`config.mk`:
```
export PLATFORM = sky130hd
export DESIGN_NAME = led_key_two_wire_master_top_flat
export DESIGN_NICKNAME = d
export VERILOG_FILES = /design/src/lktw_pkg.sv /design/src/lktw_if.sv /design/src/led_key_two_wire_master_top.sv /design/src/flat_wrapper.sv
export SDC_FILE = /design/constraint.sdc
export NUM_CORES = 1
export LEC_CHECK = 0
export BUFFER_PORTS_ARGS = -buffer_cell sky130_fd_sc_hd__buf_2
export CAP_MARGIN = 20
export CORE_ASPECT_RATIO = 1.1
export CORE_MARGIN = 2
export CORE_UTILIZATION = 30
export DETAILED_ROUTE_END_ITERATION = 7
export GPL_ROUTABILITY_DRIVEN = 0
export SYNTH_ARGS = -nofsm -noshare
export SYNTH_HDL_FRONTEND = slang
export SYNTH_SLANG_ARGS = --single-unit
```
`constraint.sdc`:
```
create_clock -name clk -period 6.1 [get_ports clk]
set_clock_uncertainty 0.1 [all_clocks]
set_input_delay 1.22 -clock clk [delete_from_list [all_inputs] [get_ports clk]]
set_output_delay 1.22 -clock clk [all_outputs]
set_load 0.05 [all_outputs]
```
`src/lktw_pkg.sv`:
```
`timescale 1ns / 1ps

package lktw_pkg;

    localparam int DISPLAY_BYTES = 4;

    localparam logic [1:0] OP_REFRESH = 2'd1;
    localparam logic [1:0] OP_KEY_READ = 2'd2;

    localparam logic [1:0] REG_DISPLAY_CONTROL = 2'd0;
    localparam logic [1:0] REG_PHASE_TICKS = 2'd1;
    localparam logic [1:0] REG_ACK_TIMEOUT = 2'd2;

    localparam logic [7:0] DISPLAY_CONTROL_RESET = 8'h8A;
    localparam logic [7:0] PHASE_TICKS_RESET = 8'd1;
    localparam logic [7:0] ACK_TIMEOUT_RESET = 8'd50;

    localparam logic [7:0] CMD_DATA_SET = 8'h40;
    localparam logic [7:0] CMD_ADDRESS = 8'hC0;
    localparam logic [7:0] CMD_KEY_READ = 8'h46;

    localparam logic [5:0] STEP_IDLE = 6'd63;
    localparam logic [5:0] STEP_DATA_FIRST = 6'd7;
    localparam logic [5:0] STEP_DATA_END = 6'(7 + 2 * DISPLAY_BYTES);
    localparam logic [5:0] STEP_CONTROL_BYTE = 6'(7 + 2 * DISPLAY_BYTES + 2);

    typedef enum logic [2:0] {
        SEG_START,
        SEG_BYTE,
        SEG_ACK,
        SEG_READ,
        SEG_STOP,
        SEG_END
    } seg_kind_t;

    // Segment kind for a frame step of a refresh or a key read.
    function automatic seg_kind_t lktw_seg_kind(input logic key_op, input logic [5:0] step);
        logic [5:0] rel;
        seg_kind_t kind;
        rel = step - STEP_DATA_END;
        kind = SEG_END;
        if (key_op) begin
            case (step)
                6'd0: kind = SEG_START;
                6'd1: kind = SEG_BYTE;
                6'd2: kind = SEG_ACK;
                6'd3: kind = SEG_READ;
                6'd4: kind = SEG_ACK;
                6'd5: kind = SEG_STOP;
                default: kind = SEG_END;
            endcase
        end else if (step == 6'd0 || step == 6'd4) begin
            kind = SEG_START;
        end else if (step == 6'd1 || step == 6'd5) begin
            kind = SEG_BYTE;
        end else if (step == 6'd2 || step == 6'd6) begin
            kind = SEG_ACK;
        end else if (step == 6'd3) begin
            kind = SEG_STOP;
        end else if (step < STEP_DATA_END) begin
            kind = step[0] ? SEG_BYTE : SEG_ACK;
        end else begin
            case (rel)
                6'd0: kind = SEG_STOP;
                6'd1: kind = SEG_START;
                6'd2: kind = SEG_BYTE;
                6'd3: kind = SEG_ACK;
                6'd4: kind = SEG_STOP;
                default: kind = SEG_END;
            endcase
        end
        return kind;
    endfunction

endpackage

```
`src/lktw_if.sv`:
```
`timescale 1ns / 1ps

interface lktw_in_if;
    logic       valid;
    logic       ready;
    logic [1:0] operation;
    logic [7:0] disp_byte0;
    logic [7:0] disp_byte1;
    logic [7:0] disp_byte2;
    logic [7:0] disp_byte3;
    logic       dio_in;

    modport source (
        output valid, operation, disp_byte0, disp_byte1, disp_byte2, disp_byte3, dio_in,
        input  ready
    );
    modport sink (
        input  valid, operation, disp_byte0, disp_byte1, disp_byte2, disp_byte3, dio_in,
        output ready
    );
endinterface

interface lktw_out_if;
    logic       valid;
    logic       ready;
    logic       clk_level;
    logic       dio_level;
    logic       dio_drive;
    logic       busy_res;
    logic       key_valid;
    logic [3:0] key_code;
    logic       ack_missed;

    modport source (
        output valid, clk_level, dio_level, dio_drive, busy_res, key_valid, key_code,
               ack_missed,
        input  ready
    );
    modport sink (
        input  valid, clk_level, dio_level, dio_drive, busy_res, key_valid, key_code,
               ack_missed,
        output ready
    );
endinterface

```
`src/led_key_two_wire_master_top.sv`:
```
`timescale 1ns / 1ps
// Two-wire master for an LED/key driver chip, advanced by one timer tick per word.
// in_ch carries one tick word: operation (refresh or key read start, else tick
// only), the four display bytes taken on a refresh start, and the sampled data pin.
// out_ch returns exactly one word per tick: clock and data pin levels, data pin
// drive enable, busy, a one-tick key_valid with key_code, and sticky ack_missed.
// Configuration writes (cfg_we, cfg_index, cfg_data) set the display-control byte,
// ticks per pin phase and the ack timeout; write them only while the block is idle.
// The result of a tick word is registered and is on out_ch in the cycle after it is accepted.
// Throughput: one tick word per cycle while out_ch does not stall; the pin sequencer
// state is updated by a single register stage, and the output register lets a new
// word in while the previous result is being taken.
// Reset: sequencer idle, pins clock high / data high / driven, registers at their
// defaults, no result pending.
// A stall on out_ch holds the result and drops in_ch.ready until it is taken.
module led_key_two_wire_master_top
    import lktw_pkg::*;
(
    input  logic        clk,
    input  logic        rst_n,
    lktw_in_if.sink     in_ch,
    lktw_out_if.source  out_ch,
    input  logic        cfg_we,
    input  logic [1:0]  cfg_index,
    input  logic [7:0]  cfg_data
);

    logic [7:0] disp_ctrl_reg;
    logic [7:0] phase_ticks_reg;
    logic [7:0] ack_timeout_reg;

    logic [5:0] step_reg, step_next;
    logic [3:0] bit_reg, bit_next;
    logic [7:0] tx_reg, tx_next;
    logic [7:0] rx_reg, rx_next;
    logic [7:0] phase_reg, phase_next;
    logic [7:0] ack_reg, ack_next;
    logic [1:0] op_reg;
    logic [2:0] pins_reg, pins_next;
    logic       missed_reg, missed_next;
    logic [7:0] disp_reg [4];

    logic       out_valid_reg;
    logic [2:0] out_pins_reg;
    logic       out_busy_reg;
    logic       out_kvalid_reg;
    logic [3:0] out_kcode_reg;
    logic       out_missed_reg;

    logic       in_fire;
    logic       start;
    logic [1:0] cur_op;
    logic       key_op;
    logic [5:0] cur_step;
    logic [3:0] cur_bit;
    logic [7:0] cur_phase;
    logic [7:0] cur_ack;
    logic       busy;
    seg_kind_t  kind;
    seg_kind_t  next_kind;
    logic [5:0] step_inc;
    logic [5:0] data_rel;
    logic [4:0] data_idx;
    logic [7:0] next_byte;
    logic [3:0] last_bit;
    logic [7:0] ticks;
    logic [7:0] phase_inc;
    logic [7:0] ack_inc;
    logic       done;
    logic       clk_lvl, dat_lvl, drv_lvl;
    logic       kvalid;
    logic [3:0] kcode;

    assign in_fire = in_ch.valid && in_ch.ready;
    assign in_ch.ready = !out_valid_reg || out_ch.ready;

    always_comb
    begin
        start     = (step_reg == STEP_IDLE) &&
                    (in_ch.operation == OP_REFRESH || in_ch.operation == OP_KEY_READ);
        cur_op    = start ? in_ch.operation : op_reg;
        key_op    = (cur_op == OP_KEY_READ);
        cur_step  = start ? 6'd0 : step_reg;
        cur_bit   = start ? 4'd0 : bit_reg;
        cur_phase = start ? 8'd0 : phase_reg;
        cur_ack   = start ? 8'd0 : ack_reg;
        busy      = (cur_step != STEP_IDLE);
        kind      = lktw_seg_kind(key_op, cur_step);
        step_inc  = cur_step + 6'd1;
        next_kind = lktw_seg_kind(key_op, step_inc);

        // byte loaded when the next segment is a byte
        data_rel = step_inc - STEP_DATA_FIRST;
        data_idx = data_rel[5:1];
        if (key_op) begin
            next_byte = CMD_KEY_READ;
        end else if (step_inc == 6'd1) begin
            next_byte = CMD_DATA_SET;
        end else if (step_inc == 6'd5) begin
            next_byte = CMD_ADDRESS;
        end else if (step_inc == STEP_CONTROL_BYTE) begin
            next_byte = disp_ctrl_reg;
        end else if (data_idx < 5'(DISPLAY_BYTES) && data_idx < 5'd4) begin
            next_byte = disp_reg[data_idx[1:0]];
        end else begin
            next_byte = 8'd0;
        end

        case (kind)
            SEG_BYTE, SEG_READ: last_bit = 4'd15;
            SEG_ACK:            last_bit = 4'd3;
            default:            last_bit = 4'd1;
        endcase

        ticks     = (phase_ticks_reg == 8'd0) ? 8'd1 : phase_ticks_reg;
        phase_inc = (cur_phase == 8'hFF) ? 8'hFF : cur_phase + 8'd1;
        ack_inc   = (cur_ack == 8'hFF) ? 8'hFF : cur_ack + 8'd1;

        clk_lvl = 1'b1;
        dat_lvl = 1'b1;
        drv_lvl = 1'b1;
        case (kind)
            SEG_START: dat_lvl = (cur_bit == 4'd0);
            SEG_BYTE:
            begin
                clk_lvl = cur_bit[0];
                dat_lvl = tx_reg[0];
            end
            SEG_ACK:
            begin
                if (cur_bit < 4'd2)
                begin
                    clk_lvl = 1'b0;
                    drv_lvl = 1'b0;
                end
                else
                begin
                    clk_lvl = (cur_bit == 4'd2);
                    dat_lvl = 1'b0;
                end
            end
            SEG_READ:
            begin
                clk_lvl = cur_bit[0];
                drv_lvl = 1'b0;
            end
            SEG_STOP: dat_lvl = (cur_bit != 4'd0);
            default: ;
        endcase

        step_next   = cur_step;
        bit_next    = cur_bit;
        tx_next     = tx_reg;
        rx_next     = start ? 8'd0 : rx_reg;
        phase_next  = cur_phase;
        ack_next    = cur_ack;
        missed_next = start ? 1'b0 : missed_reg;
        pins_next   = pins_reg;
        done        = 1'b0;
        kvalid      = 1'b0;
        kcode       = 4'd0;

        if (busy)
        begin
            // sample right after the clock rises
            if (kind == SEG_READ && cur_bit[0] && cur_phase == 8'd0)
                rx_next = {in_ch.dio_in, rx_next[7:1]};

            if (kind == SEG_ACK && cur_bit == 4'd1)
            begin
                if (!in_ch.dio_in)
                begin
                    done = 1'b1;
                end
                else
                begin
                    ack_next = ack_inc;
                    if (ack_inc >= ack_timeout_reg)
                    begin
                        missed_next = 1'b1;
                        done = 1'b1;
                    end
                end
            end
            else
            begin
                phase_next = phase_inc;
                done = (phase_inc >= ticks);
            end

            if (done)
            begin
                if (kind == SEG_BYTE && cur_bit[0])
                    tx_next = {1'b0, tx_reg[7:1]};
                phase_next = 8'd0;
                bit_next = cur_bit + 4'd1;
                if (cur_bit == last_bit)
                begin
                    bit_next = 4'd0;
                    ack_next = 8'd0;
                    if (next_kind == SEG_END)
                    begin
                        kvalid = key_op;
                        if (key_op)
                            kcode = rx_next[3] ? 4'hF : rx_next[3:0];
                        step_next = STEP_IDLE;
                    end
                    else
                    begin
                        step_next = step_inc;
                        if (next_kind == SEG_BYTE)
                            tx_next = next_byte;
                    end
                end
            end
            pins_next = {clk_lvl, dat_lvl, drv_lvl};
        end
    end

    always_ff @(posedge clk or negedge rst_n)
    begin
        if (!rst_n)
        begin
            disp_ctrl_reg   <= DISPLAY_CONTROL_RESET;
            phase_ticks_reg <= PHASE_TICKS_RESET;
            ack_timeout_reg <= ACK_TIMEOUT_RESET;
        end
        else if (cfg_we)
        begin
            unique case (cfg_index)
                REG_DISPLAY_CONTROL: disp_ctrl_reg <= cfg_data;
                REG_PHASE_TICKS:     phase_ticks_reg <= cfg_data;
                REG_ACK_TIMEOUT:     ack_timeout_reg <= cfg_data;
                default: ;
            endcase
        end
    end

    always_ff @(posedge clk or negedge rst_n)
    begin
        if (!rst_n)
        begin
            step_reg   <= STEP_IDLE;
            bit_reg    <= 4'd0;
            tx_reg     <= 8'd0;
            rx_reg     <= 8'd0;
            phase_reg  <= 8'd0;
            ack_reg    <= 8'd0;
            op_reg     <= 2'd0;
            pins_reg   <= 3'b111;
            missed_reg <= 1'b0;
        end
        else if (in_fire)
        begin
            step_reg   <= step_next;
            bit_reg    <= bit_next;
            tx_reg     <= tx_next;
            rx_reg     <= rx_next;
            phase_reg  <= phase_next;
            ack_reg    <= ack_next;
            op_reg     <= cur_op;
            pins_reg   <= pins_next;
            missed_reg <= missed_next;
        end
    end

    // display bytes are taken on a refresh start
    always_ff @(posedge clk)
    begin
        if (in_fire && start && in_ch.operation == OP_REFRESH)
        begin
            disp_reg[0] <= in_ch.disp_byte0;
            disp_reg[1] <= in_ch.disp_byte1;
            disp_reg[2] <= in_ch.disp_byte2;
            disp_reg[3] <= in_ch.disp_byte3;
        end
    end

    always_ff @(posedge clk or negedge rst_n)
    begin
        if (!rst_n)
            out_valid_reg <= 1'b0;
        else if (in_fire)
            out_valid_reg <= 1'b1;
        else if (out_ch.ready)
            out_valid_reg <= 1'b0;
    end

    always_ff @(posedge clk)
    begin
        if (in_fire)
        begin
            out_pins_reg   <= busy ? {clk_lvl, dat_lvl, drv_lvl} : pins_reg;
            out_busy_reg   <= busy;
            out_kvalid_reg <= kvalid;
            out_kcode_reg  <= kcode;
            out_missed_reg <= missed_next;
        end
    end

    assign out_ch.valid      = out_valid_reg;
    assign out_ch.clk_level  = out_pins_reg[2];
    assign out_ch.dio_level  = out_pins_reg[1];
    assign out_ch.dio_drive  = out_pins_reg[0];
    assign out_ch.busy_res   = out_busy_reg;
    assign out_ch.key_valid  = out_kvalid_reg;
    assign out_ch.key_code   = out_kcode_reg;
    assign out_ch.ack_missed = out_missed_reg;

endmodule

```
`src/flat_wrapper.sv`:
```
// flat-port wrapper written by rule: the top's interface ports become plain ports
module led_key_two_wire_master_top_flat import lktw_pkg::*;
  (clk, rst_n, cfg_we, cfg_index, cfg_data, in_ch_valid, in_ch_operation, in_ch_disp_byte0, in_ch_disp_byte1, in_ch_disp_byte2, in_ch_disp_byte3, in_ch_dio_in, in_ch_ready, out_ch_valid, out_ch_clk_level, out_ch_dio_level, out_ch_dio_drive, out_ch_busy_res, out_ch_key_valid, out_ch_key_code, out_ch_ack_missed, out_ch_ready);
  lktw_in_if in_ch_i ();
  lktw_out_if out_ch_i ();
  input  logic clk;
  input  logic rst_n;
  input  logic cfg_we;
  input  logic [1:0] cfg_index;
  input  logic [7:0] cfg_data;
  input wire logic [$bits(in_ch_i.valid)-1:0] in_ch_valid;
  input wire logic [$bits(in_ch_i.operation)-1:0] in_ch_operation;
  input wire logic [$bits(in_ch_i.disp_byte0)-1:0] in_ch_disp_byte0;
  input wire logic [$bits(in_ch_i.disp_byte1)-1:0] in_ch_disp_byte1;
  input wire logic [$bits(in_ch_i.disp_byte2)-1:0] in_ch_disp_byte2;
  input wire logic [$bits(in_ch_i.disp_byte3)-1:0] in_ch_disp_byte3;
  input wire logic [$bits(in_ch_i.dio_in)-1:0] in_ch_dio_in;
  output wire logic [$bits(in_ch_i.ready)-1:0] in_ch_ready;
  output wire logic [$bits(out_ch_i.valid)-1:0] out_ch_valid;
  output wire logic [$bits(out_ch_i.clk_level)-1:0] out_ch_clk_level;
  output wire logic [$bits(out_ch_i.dio_level)-1:0] out_ch_dio_level;
  output wire logic [$bits(out_ch_i.dio_drive)-1:0] out_ch_dio_drive;
  output wire logic [$bits(out_ch_i.busy_res)-1:0] out_ch_busy_res;
  output wire logic [$bits(out_ch_i.key_valid)-1:0] out_ch_key_valid;
  output wire logic [$bits(out_ch_i.key_code)-1:0] out_ch_key_code;
  output wire logic [$bits(out_ch_i.ack_missed)-1:0] out_ch_ack_missed;
  input wire logic [$bits(out_ch_i.ready)-1:0] out_ch_ready;
  assign in_ch_i.valid = in_ch_valid;
  assign in_ch_i.operation = in_ch_operation;
  assign in_ch_i.disp_byte0 = in_ch_disp_byte0;
  assign in_ch_i.disp_byte1 = in_ch_disp_byte1;
  assign in_ch_i.disp_byte2 = in_ch_disp_byte2;
  assign in_ch_i.disp_byte3 = in_ch_disp_byte3;
  assign in_ch_i.dio_in = in_ch_dio_in;
  assign in_ch_ready = in_ch_i.ready;
  assign out_ch_valid = out_ch_i.valid;
  assign out_ch_clk_level = out_ch_i.clk_level;
  assign out_ch_dio_level = out_ch_i.dio_level;
  assign out_ch_dio_drive = out_ch_i.dio_drive;
  assign out_ch_busy_res = out_ch_i.busy_res;
  assign out_ch_key_valid = out_ch_i.key_valid;
  assign out_ch_key_code = out_ch_i.key_code;
  assign out_ch_ack_missed = out_ch_i.ack_missed;
  assign out_ch_i.ready = out_ch_ready;
  led_key_two_wire_master_top u_core (.clk(clk), .rst_n(rst_n), .in_ch(in_ch_i), .out_ch(out_ch_i), .cfg_we(cfg_we), .cfg_index(cfg_index), .cfg_data(cfg_data));
endmodule
```
# Word level (Yosys, flattened, before mapping)
# Memory sizes are Yosys's and may differ from the RTL's.
# Cells that the tools add are included.
# op_classes
addsub	7
magnitude_cmp	6
eq_ne	39
muxes	76
reduce_logical	39
# op_table
operator	n
2-to-1 mux 8 bit	26
equality test 6 x 2 -> 1 bit, second input constant	8
equality test 6 x 3 -> 1 bit, second input constant	8
2-to-1 mux 3 bit	13
2-to-1 mux 6 bit	5
one-hot mux 3 bit (5 select lines)	2
equality test 6 x 1 -> 1 bit, second input constant	4
zero test 6 bit	4
one-hot mux 3 bit (4 select lines)	2
2-to-1 mux 4 bit	5
adder 8 x 1 -> 8 bit, second input constant	2
equality test 8 bit, second input constant	2
greater-or-equal comparator 8 bit	2
zero test 8 bit	2
2-to-1 mux 1 bit	16
less-than comparator 6 x 4 -> 1 bit, second input constant	2
subtractor 6 x 4 -> 6 bit, second input constant	2
OR reduction 2 bit	5
logical AND 1 bit	8
logical OR 1 bit	8
one-hot mux 4 bit (2 select lines)	1
adder 6 x 1 -> 6 bit, second input constant	1
equality test 2 bit, second input constant	3
equality test 3 x 1 -> 1 bit, second input constant	2
26 further kinds	34
# totals
reg_bits	83
mem_bits_rw	32
input_bits	50
elab_cells	186
mem_count	1
# mem_list
name	words	word_bits	rd	rd_clocked_by_memory_dff	write_ports	line_no	text
u_core.disp_reg	4	8	1	0	4	led_key_two_wire_master_top.sv:41	logic [7:0] disp_reg [4];

# Longest topological paths before layout
# depth
ltp_word	21
depth_mapped	25
depth_no_buf	20

# Worst setup path after synthesis
# No wires, ideal clock.
# synth_timing
path_type	input -> register
startpoint	input in_ch_operation[1]
endpoint	register u_core.phase_reg[1]
arrival_time_ps	5901
path_slack_ps	31
path_stages	22
n_path_buf	4
path_cell_list	inv_1 > ha_1 > and4b_1 > buf_2 > nand2_1 > clkbuf_1 > clkbuf_1 > buf_1 > and2_1 > ha_1 > and3_1 > nand4_1 > and2_1 > ha_1 > nand2b_1 > a211o_1 > a211oi_1 > o21bai_1 > o21a_1 > and4_1 > o31ai_1 > a22o_1
# synth_between
elab_chain_cells	20
# synth_lines
element	line_no	text
start: declaration	flat_wrapper.sv:12	input wire logic [$bits(in_ch_i.operation)-1:0] in_ch_operation;
equality test 2 x 1 -> 1 bit or equality test 2 bit (tied branches)	led_key_two_wire_master_top.sv:80	(in_ch.operation == OP_REFRESH || in_ch.operation == OP_KEY_READ);
logical OR 1 bit	led_key_two_wire_master_top.sv:80	
logical AND 1 bit	led_key_two_wire_master_top.sv:79	start = (step_reg == STEP_IDLE) &&
2-to-1 mux 6 bit	led_key_two_wire_master_top.sv:83	cur_step = start ? 6'd0 : step_reg;
subtractor 6 x 4 -> 6 bit	lktw_pkg.sv:40	rel = step - STEP_DATA_END;
equality test 6 x 3 -> 1 bit or zero test 6 bit (tied branches)	lktw_pkg.sv:63	case (rel)
OR reduction 2 bit (no source line)	-	
one-hot mux 3 bit (4 select lines)	lktw_pkg.sv:63	
[4 not listed]	-	
2-to-1 mux 3 bit	lktw_pkg.sv:52	end else if (step == 6'd0 || step == 6'd4) begin
2-to-1 mux 3 bit	lktw_pkg.sv:42	if (key_op) begin
equality test 3 x 2 -> 1 bit	led_key_two_wire_master_top.sv:169	if (kind == SEG_ACK && cur_bit == 4'd1)
logical AND 1 bit	led_key_two_wire_master_top.sv:169	
2-to-1 mux 1 bit	led_key_two_wire_master_top.sv:169	
2-to-1 mux 1 bit	led_key_two_wire_master_top.sv:163	if (busy)
2-to-1 mux 8 bit	led_key_two_wire_master_top.sv:191	if (done)
2-to-1 mux 8 bit (*)	led_key_two_wire_master_top.sv:163	
end signal: assignment	led_key_two_wire_master_top.sv:259	phase_reg <= phase_next;
end: declaration	led_key_two_wire_master_top.sv:36	logic [7:0] phase_reg, phase_next;
# Mark *: on every way between the ends. The rest lies on a longest branch, timed or not. The select of a mux whose other input is x is not followed.
# A chain may end at the register's enable or synchronous reset.

# Worst setup path in the final report
# layout_timing
startpoint	input in_ch_operation[1]
endpoint	register u_core.tx_reg[5]
# layout_between
elab_chain_cells	20
# layout_lines
element	line_no	text
branches (longest 20 deep; another with adder 6 x 1 -> 6 bit)	-	
end signal: assignment	led_key_two_wire_master_top.sv:257	tx_reg <= tx_next;
end: declaration	led_key_two_wire_master_top.sv:34	logic [7:0] tx_reg, tx_next;
# Several ways; the timed one is not identified. The select of a mux whose other input is x is not followed.

==> summary.txt <==
Outcome
  • Outcome: completed

Critical path
  • CP Capture Point: u_core.tx_reg[5]$_DFFE_PN0P_
  • Kind of critical path: input pin to register
  • Crit path max fanout: 13
  • CP startpoint: in_ch_operation[1]
  • FF-to-FF path depth: 19
  • Worst Setup Start Kind: input pin
  • R2r endpoint: u_core.tx_reg[5]$_DFFE_PN0P_
  • Data arrival, critical path: 5.64 ns
  • Worst reg2reg path startpoint: u_core.step_reg[1]$_DFFE_PN1P_
  • Crit path required time: 6.28 ns
  • Crit. End Element: register
  • Flop-to-flop setup slack: 0.87 ns

Synthesis
  • Yosys top cell area share: 20.8%
  • YS warnings: 0
  • Seq/Total Area, Yosys: 45.4%
  • Mapped cell area: 6850 um2
  • Net Count, Synth: 714
  • Largest cells by area after synthesis: dfrtp_1 (21%), edfxtp_1 (18%), dfstp_2 (6.1%)
  • Seq cells post-synth: 115
  • Area leader, netlist: dfrtp_1
  • Synthesized area per cell: 10.8 um2
  • Async S/R FF share, synth: 63.5%
  • Most used DFF post-synth: dfrtp_1
  • Unique masters post-synth: 86
  • Post-synth EDFFs: 42
  • Syn Inst Count: 636

STA
  • RSZ-0062 raised after global routing: false
  • Pins Over Slew Limit: 0
  • Slew margin rel.: 33.5%
  • Crit path time final: 5.46 ns
  • Setup TNS: 0 ns
  • Worst slew pin tran: 0.989 ns
  • F_max: 183 MHz
  • Final Cycle Share: 89.5%
  • Final number of setup-violating endpoints: 0
  • Final Hold Vio Count: 0

Clocking
  • Clock tree sinks: 115
  • TritonCTS Buffers: 17
  • CTS tree: yes
  • Max H-tree Level: 4
  • CTS resizes: 0
  • CTS Root Cell: clkbuf_16
  • Hold buffers post-CTS: 0
  • Worst-Skew Late Latency: 0.43 ns
  • Clk slew on worst S/H paths: 0.06 ns
  • Largest buffer count on any clock path: 2
  • Post-CTS setup buffers: 0

Final layout
  • Inserted Diodes: 0
  • Area Overhead vs Synth: 17.6%
  • Final nets: 776
  • Final Instance Area: 8050 um2
  • Fraction of layout cells with a size suffix above 1: 25.6%
  • Max reg flops: 32

Detailed routing
  • DRT antenna net count: 0
  • First DRT Iteration DRCs: 485
  • Routed Wire Length: 17,500 um
  • Total number of vias: 5,445
  • Vias/cell: 5.39
  • Number of iterations in the first detailed-routing pass: 4
  • Avg WL per Cell: 17.3 um
  • Drc violations: 0

Floorplan
  • Die width: 148 um
  • Initial Util: 30.3%
  • Core area: 22,600 um2
  • # IOs: 62
  • # rows: 58
  • Die height: 162 um
  • Die area: 24,100 um2

Global route
  • GRT Total Usage: 15.0%
  • First-pass GRT wire length: 28,400 um
  • Vias in the first global route: 5,186
  • Largest net degree at the start of global routing: 74
  • Grt ovf: 0
  • Initial antenna violation count: 0

Power
  • Reg power frac: 38.4%
  • Cell Int Power: 1770 uW
  • Static Leakage: 0.00327 uW
  • Net Sw Frac: 35.1%
  • Clock power frac: 35.4%
  • PwrDens: 339 nW/um2
  • Sw Pwr: 960 uW
  • VDD IR max: 0.225 mV
  • Combinational share of power: 26.1%

Place
  • DP Area: 7470 um2
  • IO buf count: 61
  • Placed wire-length estimate: 12,600 um

Hold path
  • Worst Hold Class: register to register

Run
  • Max-Cap Viols: 0
[cells in the final DEF (no fill, tap or decap), types with 12 or more instances in the layout]
cell type | synthesis | layout
nand4_1 | 12 | 12
ha_1 | 28 | 28
nand2_1 | 41 | 41
nor2_1 | 29 | 29
inv_1 | 37 | 37
dfstp_2 | 16 | 16
nand3_1 | 18 | 18
edfxtp_1 | 42 | 42
clkbuf_16 | 0 | 17
o21ai_0 | 34 | 34
buf_2 | 14 | 60
dfrtp_1 | 57 | 57
nand2b_1 | 13 | 13
mux2_2 | 30 | 30
a21oi_1 | 22 | 22
a22o_1 | 28 | 28
[cell type report]
cell class	count	area (um2)
Fill cell	2292	14600
Inverter	39	146
Clock buffer	17	425
Timing Repair Buffer	71	383
Multi-Input combinational cell	454	3460
Tap cell	300	375
Sequential cell	115	3110
Clock inverter	15	158
[kinds of logic after synthesis]
logic type               synth area share (%)
multiplexers                             7.85
XOR/XNOR                                 1.66
buffers and inverters                    4.15
flip-flops                               45.4
AND/OR/NAND/NOR                          14.4
AO/OA/AOI/OAI                            21.4
adder cells (fa/ha/maj)                  5.11
[worst max-delay path: stages]
cell and delay [ns]:
buf_2 0.08, inv_1 0.06, ha_1 0.28, and4b_1 0.27
nand2_1 0.34, nand2_1 0.13, inv_1 0.09, ha_1 0.25
nand2_1 0.09, or3_1 0.44, o21ai_0 0.17, ha_1 0.30
a2111oi_0 0.59, nand2_1 0.15, o21ai_0 0.15, a31o_2 0.19
a31o_2 0.13, a21oi_1 0.07, buf_4 0.20, nand2b_1 0.25
o221ai_1 0.18
[layer usage]
metal | track usage (%) | vias up | wire length (um)
met3 | 3.47 | 24 | 1030
met4 | 5.28 | 0 | 295
met2 | 22.9 | 204 | 8040
met1 | 20.9 | 2632 | 8110
li1 | - | 2585 | -
met5 | 0 | - | 0
[power by group through the flow]
| stage | clock network, uW | logic [uW] | registers [uW] |
|---|---|---|---|
| CTS | 991 | 716 | 1040 |
| detailed placement | 0 | 712 | 1060 |
| global placement | 0 | 707 | 1060 |
| floorplan | 0 | 611 | 970 |
| global route | 1030 | 792 | 1060 |
| finish | 968 | 714 | 1050 |
[how the worst min path moves through the flow]
stage,start,endpoint,cells past startpoint
after floorplan,u_core.op_reg[1]$_DFFE_PN0P_,u_core.op_reg[1]$_DFFE_PN0P_,2
after global placement,u_core.op_reg[1]$_DFFE_PN0P_,u_core.op_reg[1]$_DFFE_PN0P_,2
after detailed placement,u_core.op_reg[1]$_DFFE_PN0P_,u_core.op_reg[1]$_DFFE_PN0P_,2
after CTS,u_core.op_reg[1]$_DFFE_PN0P_,u_core.op_reg[1]$_DFFE_PN0P_,2
after global routing,u_core.pins_reg[0]$_DFFE_PN1P_,u_core.pins_reg[0]$_DFFE_PN1P_,2
final,u_core.op_reg[1]$_DFFE_PN0P_,u_core.op_reg[1]$_DFFE_PN0P_,2
[cell usage after synthesis, types with 3 or more instances]
library cell  number
o21a_1             6
o22ai_1            5
o221ai_1           4
buf_2             14
and2_1            10
nor2b_1            5
clkbuf_1          10
nor4_1             6
a31oi_1            5
a22o_1            28
mux2_2            30
a221oi_1           3
a21o_1             6
nand2_1           41
and3_1            11
and4_1             3
ha_1              28
xor2_1            10
a21oi_1           22
xnor2_1            3
a31o_2             5
a22oi_1            4
a211oi_1          11
a32o_1             5
or3_1              3
nand2b_1          13
nand4_1           12
nor3_1             8
edfxtp_1          42
o211ai_1           4
nor2_1            29
o31ai_1            4
o221a_1            3
nand3b_1           3
a21boi_0           3
inv_1             37
dfrtp_1           57
nand3_1           18
o21ai_0           34
o311a_1            4
mux4_2             8
o2111ai_1          3
dfstp_2           16
a32oi_1            4
[per-stage QoR]
| stage | hold slack, ns | util [%] | cells | worst slack [ns] | total power [uW] |
|---|---|---|---|---|---|
| 3_3_place_gp | 0.359 | 33.0 | 979 | 0.418 | 1760 |
| 6_report | 0.375 | 35.6 | 1011 | 0.640 | 2730 |
| 3_5_place_dp | 0.363 | 33.0 | 979 | 0.270 | 1770 |
| 4_1_cts | 0.377 | 35.6 | 1011 | 0.709 | 2750 |
| 5_1_grt | 0.401 | 35.6 | 1011 | 0.328 | 2890 |
| 2_1_floorplan | 0.342 | - | 636 | 0.0310 | 1580 |
No activity file was read; power rests on OpenSTA's default activity.
